### src/ppur_pkg.sv
// Shared types and constants for the particle pool update and render block.
package ppur_pkg;

	typedef enum logic [1:0] {
		OP_EMIT   = 2'd0,
		OP_TICK   = 2'd1,
		OP_RENDER = 2'd2,
		OP_NONE   = 2'd3
	} op_t;

	// Rotation rate of 0.01 rad/s in Q16.16
	localparam logic [9:0] ROT_RATE_Q16 = 10'd655;

	typedef struct packed {
		logic [1:0]         op;
		logic signed [31:0] pos_x;
		logic signed [31:0] pos_y;
		logic signed [31:0] vel_x;
		logic signed [31:0] vel_y;
		logic [18:0]        start_angle;
		logic [30:0]        size_start;
		logic [30:0]        size_final;
		logic [30:0]        lifespan;
		logic [31:0]        rgba_start;
		logic [31:0]        rgba_final;
		logic [30:0]        step_time;
	} in_item_t;

	typedef struct packed {
		logic signed [31:0] draw_x;
		logic signed [31:0] draw_y;
		logic signed [31:0] draw_angle;
		logic [30:0]        draw_size;
		logic [31:0]        draw_rgba;
		logic               last;
	} out_item_t;

	// Back-end walk states
	typedef enum logic [3:0] {
		BK_IDLE,
		BK_READ,
		BK_MUL1,
		BK_MUL2,
		BK_WRITE,
		BK_DIV,
		BK_LERP,
		BK_ALPHA,
		BK_SCAN
	} bk_state_t;

	// Saturate a 49-bit signed sum to 32 bits
	function automatic logic [31:0] sat32(input logic signed [48:0] x);
		logic [31:0] r;
		if (x > 49'sd2147483647) r = 32'h7FFF_FFFF;
		else if (x < -49'sd2147483648) r = 32'h8000_0000;
		else r = x[31:0];
		return r;
	endfunction

	function automatic logic [7:0] clamp8(input logic signed [10:0] v);
		logic [7:0] r;
		if (v < 0) r = 8'd0;
		else if (v > 11'sd255) r = 8'd255;
		else r = v[7:0];
		return r;
	endfunction

endpackage

### src/ppur_front.sv
// Front end: accepts commands and queues them for the pool engine.
module ppur_front import ppur_pkg::*; #(
	parameter int DEPTH = 2
) (
	input  logic     clk,
	input  logic     arst_n,
	input  logic     start,
	input  in_item_t cmd,
	output logic     busy,
	output logic     q_valid,
	output in_item_t q_item,
	input  logic     q_pop
);
	localparam int AW = (DEPTH > 1) ? $clog2(DEPTH) : 1;

	in_item_t         mem_q [DEPTH];
	logic [AW-1:0]    wr_q, rd_q;
	logic [AW:0]      cnt_q;
	logic             push;

	// Unused op codes are dropped here
	assign busy    = (cnt_q == (AW+1)'(DEPTH));
	assign push    = start && !busy && (op_t'(cmd.op) != OP_NONE);
	assign q_valid = (cnt_q != '0);
	assign q_item  = mem_q[rd_q];

	always_ff @(posedge clk) begin
		if (push) mem_q[wr_q] <= cmd;
	end

	// Queue pointers
	always_ff @(posedge clk or negedge arst_n) begin
		if (!arst_n) begin
			wr_q  <= '0;
			rd_q  <= '0;
			cnt_q <= '0;
		end else begin
			if (push) wr_q <= (wr_q == AW'(DEPTH-1)) ? '0 : wr_q + 1'b1;
			if (q_pop) rd_q <= (rd_q == AW'(DEPTH-1)) ? '0 : rd_q + 1'b1;
			cnt_q <= cnt_q + (AW+1)'(push) - (AW+1)'(q_pop);
		end
	end
endmodule

### config.mk
export PLATFORM = sky130hd
export DESIGN_NAME = ppur_front
export DESIGN_NICKNAME = d
export VERILOG_FILES = /design/src/ppur_pkg.sv /design/src/ppur_front.sv
export SDC_FILE = /design/constraint.sdc
export NUM_CORES = 1
export LEC_CHECK = 0
export ABC_AREA = 1
export BUFFER_PORTS_ARGS = -buffer_cell sky130_fd_sc_hd__buf_4
export CAP_MARGIN = 10
export CORE_MARGIN = 2
export CORE_UTILIZATION = 27
export CTS_BUF_LIST = sky130_fd_sc_hd__clkbuf_2
export DETAILED_ROUTE_END_ITERATION = 12
export HOLD_SLACK_MARGIN = 0.05
export MAX_ROUTING_LAYER = met4
export PLACE_DENSITY = 0.56
export SYNTH_ARGS = -nofsm -noshare
export SYNTH_HDL_FRONTEND = slang
export SYNTH_SLANG_ARGS = --single-unit
### constraint.sdc
create_clock -name clk -period 42.2 [get_ports clk]
set_clock_uncertainty 0.15 [all_clocks]
set_input_delay 4.22 -clock clk [delete_from_list [all_inputs] [get_ports clk]]
set_output_delay 4.22 -clock clk [all_outputs]
set_load 0.05 [all_outputs]
==> out/metrics.csv <==
metric,value,unit
Final #Nets,2925,
mean area per synthesized cell,14.16,um2
Initial Util,27.18,%
Tot Pwr,2.555,mW
final worst-path cycle share,21.55,%
Pwr per Cell Area,77.48,nW/um2
area grow syn2layout,30.23,%
Post-Syn Instances,1789,
CP Launch Type,flop,
post-place setup slack,34420,ps
share of layout cells above drive strength 1,35.73,%
Clock Path Buffers,3,
VDD IR max,0.00005668,V
crit path time final,9094,ps
Placer Congestion,0.8058,
post-DP HPWL,43.06,mm
most frequent CP cell,buf_4,
DR vias,15580,
Post-CTS Setup Inserts,0,
Post-Route WL,63.04,mm
Post-Syn Area,25320,um2
Final Instance Area,32980,um2
"antenna viol nets, final",0,
Die Area,96260,um2
crit path max fanout,123,
Peak Freq,110.0,MHz
Initial DRT Pass Iterations,6,
Min-Delay Path Class,reg -> reg,
DRC,0,
Worst Path Arrival,4720,ps
wire length per cell,15.96,um
core area,93190,um2
GRT overflow,0,
YS warnings,0,
"Gates resized, CTS repair",0,
"Reg clk slew, reported paths",100,ps
r2r worst-path depth,5,
Worst Setup SP,rd_q,
"Max stage delay cell, worst path",dfrtp_4,
Crit Reg-Reg Endpoint,mem_q[1][129],
final hold vios,0,
# rows,112,
first-pass GRT wire length,88.83,mm
drt initial violations,805,
crit path cell chain,buf_4 > buf_4 > o21ai_0 > buf_4,
WS Path Type,reg -> out,
most frequent cells in the layout,"692 x buf_4, 674 x edfxtp_1, 347 x nand2_1",
CTS root buffer,clkbuf_2,
Clock Sinks,678,
count of pins over their slew limit,0,
cts hold-fix bufs,0,
cts bufs inserted,173,
CTS tree,built,
initial antenna violation count,8,
reg2reg start,cnt_q[1],
worst endpoint required time,37830,ps
Yosys cell types,15,
Max transition margin,29.94,%
sequential element share of the synthesized area,80.32,%
RSZ-0062 raised after global routing,no,
CP endpoint kind,output port,
Skew-Pair Late Insertion Delay,1310,ps
Least-Margin Pin Slew,1051,ps
final setup TNS,0,ps
Area after DPL,31480,um2
Die Ht,310.3,um
worst setup path end,q_item[125],
Max-cap violations,0,
# IOs,680,
"commonest non-fill, non-tap cell in the layout",buf_4,
LEAKAGE,13.86,nW
largest net degree at the start of global routing,139,
vias in the first global route,15170,
"Core Util, Final",35.39,%
register bit count reported by yosys,678,
Post-Syn Nets,2132,
flop2flop setup slack,38470,ps
CP peak stage delay,1010,ps
die outline width,310.3,um
All-Layer GR Usage,12.92,%
Final WS setup,33110,ps
Port Buffers,679,
drt via density,3.945,
Finish-stage setup viols,0,
status,"complete, no violations",
H-tree levels,4,
-- where the power goes --
part,internal [mW],switching [mW],total (mW)
registers,0.879,0.0348,0.914
clock network,0.175,0.257,0.432
logic,0.290,0.919,1.21
-- cell usage after synthesis (all sizes together) --
cell      n  area (um2)
edfxtp  674       20240
nand2   347        1303
inv     345        1295
o21ai   337        1687
buf      73       639.4
dfrtp     4       100.1
clkbuf    2       7.510
ha        2       25.02
nand3     2       10.01
nand4     1       6.260
nor2      1       3.750
xor2      1       8.760
-- logic make-up after synthesis --
| group | count (synthesis) | synth area share (%) |
|---|---|---|
| buffers and inverters | 420 | 7.668 |
| AOI/OAI and AO/OA | 337 | 6.660 |
| xor gates and xnor gates | 1 | 0.03459 |
| adders and majority gates | 2 | 0.09880 |
| DFF | 678 | 80.32 |
| and+or+nand+nor | 351 | 5.222 |
-- sequential cells by signal, indices dropped and copies added (netlist names) --
register  cells
cnt_q         2
rd_q          1
mem_q       674
wr_q          1
-- metrics by stage --
step                cells  hold WS (ps)
floorplan            1789         291.9
global placement     3661         332.6
global route         3950         358.5
finish               3950         332.4
CTS                  3941         335.2
detailed placement   3661         312.4
-- routing by layer --
metal  track usage [%]  vias up  part of all wire [%]  wire length (um)
met5                 -        -                     0                 0
met4             5.314        0                   2.6              1610
met3             6.089      116                   9.8              6192
met2             21.49      554                    51             32200
met1             13.05     7183                    37             23030
li1                  -     7728                     -                 -
-- critical path: cells and delay by family (launching register included) --
kind,cells,cell delay (ps)
flip-flops,1,1010
AO/OA/AOI/OAI,1,340
buffers and inverters,3,1910
-- final cells by class --
cell class	count	area, um2
antenna	9	22.52
clock buffer	249	1246
clock inverter	31	231.5
fill	9195	60210
inverter	345	1303
multi-input combinational	691	3050
sequential	678	20340
tap	1254	1569
timing repair buffer	693	5215
-- how the worst min path moves through the flow --
stage,start,end,slack [ps],depth (start not counted)
6_report,wr_q,wr_q,330,2
3_3_place_gp,wr_q,wr_q,330,2
5_1_grt,wr_q,wr_q,360,2
3_5_place_dp,wr_q,wr_q,310,2
4_1_cts,wr_q,wr_q,340,2
2_1_floorplan,wr_q,wr_q,290,2
No activity file was read; power rests on OpenSTA's default activity.
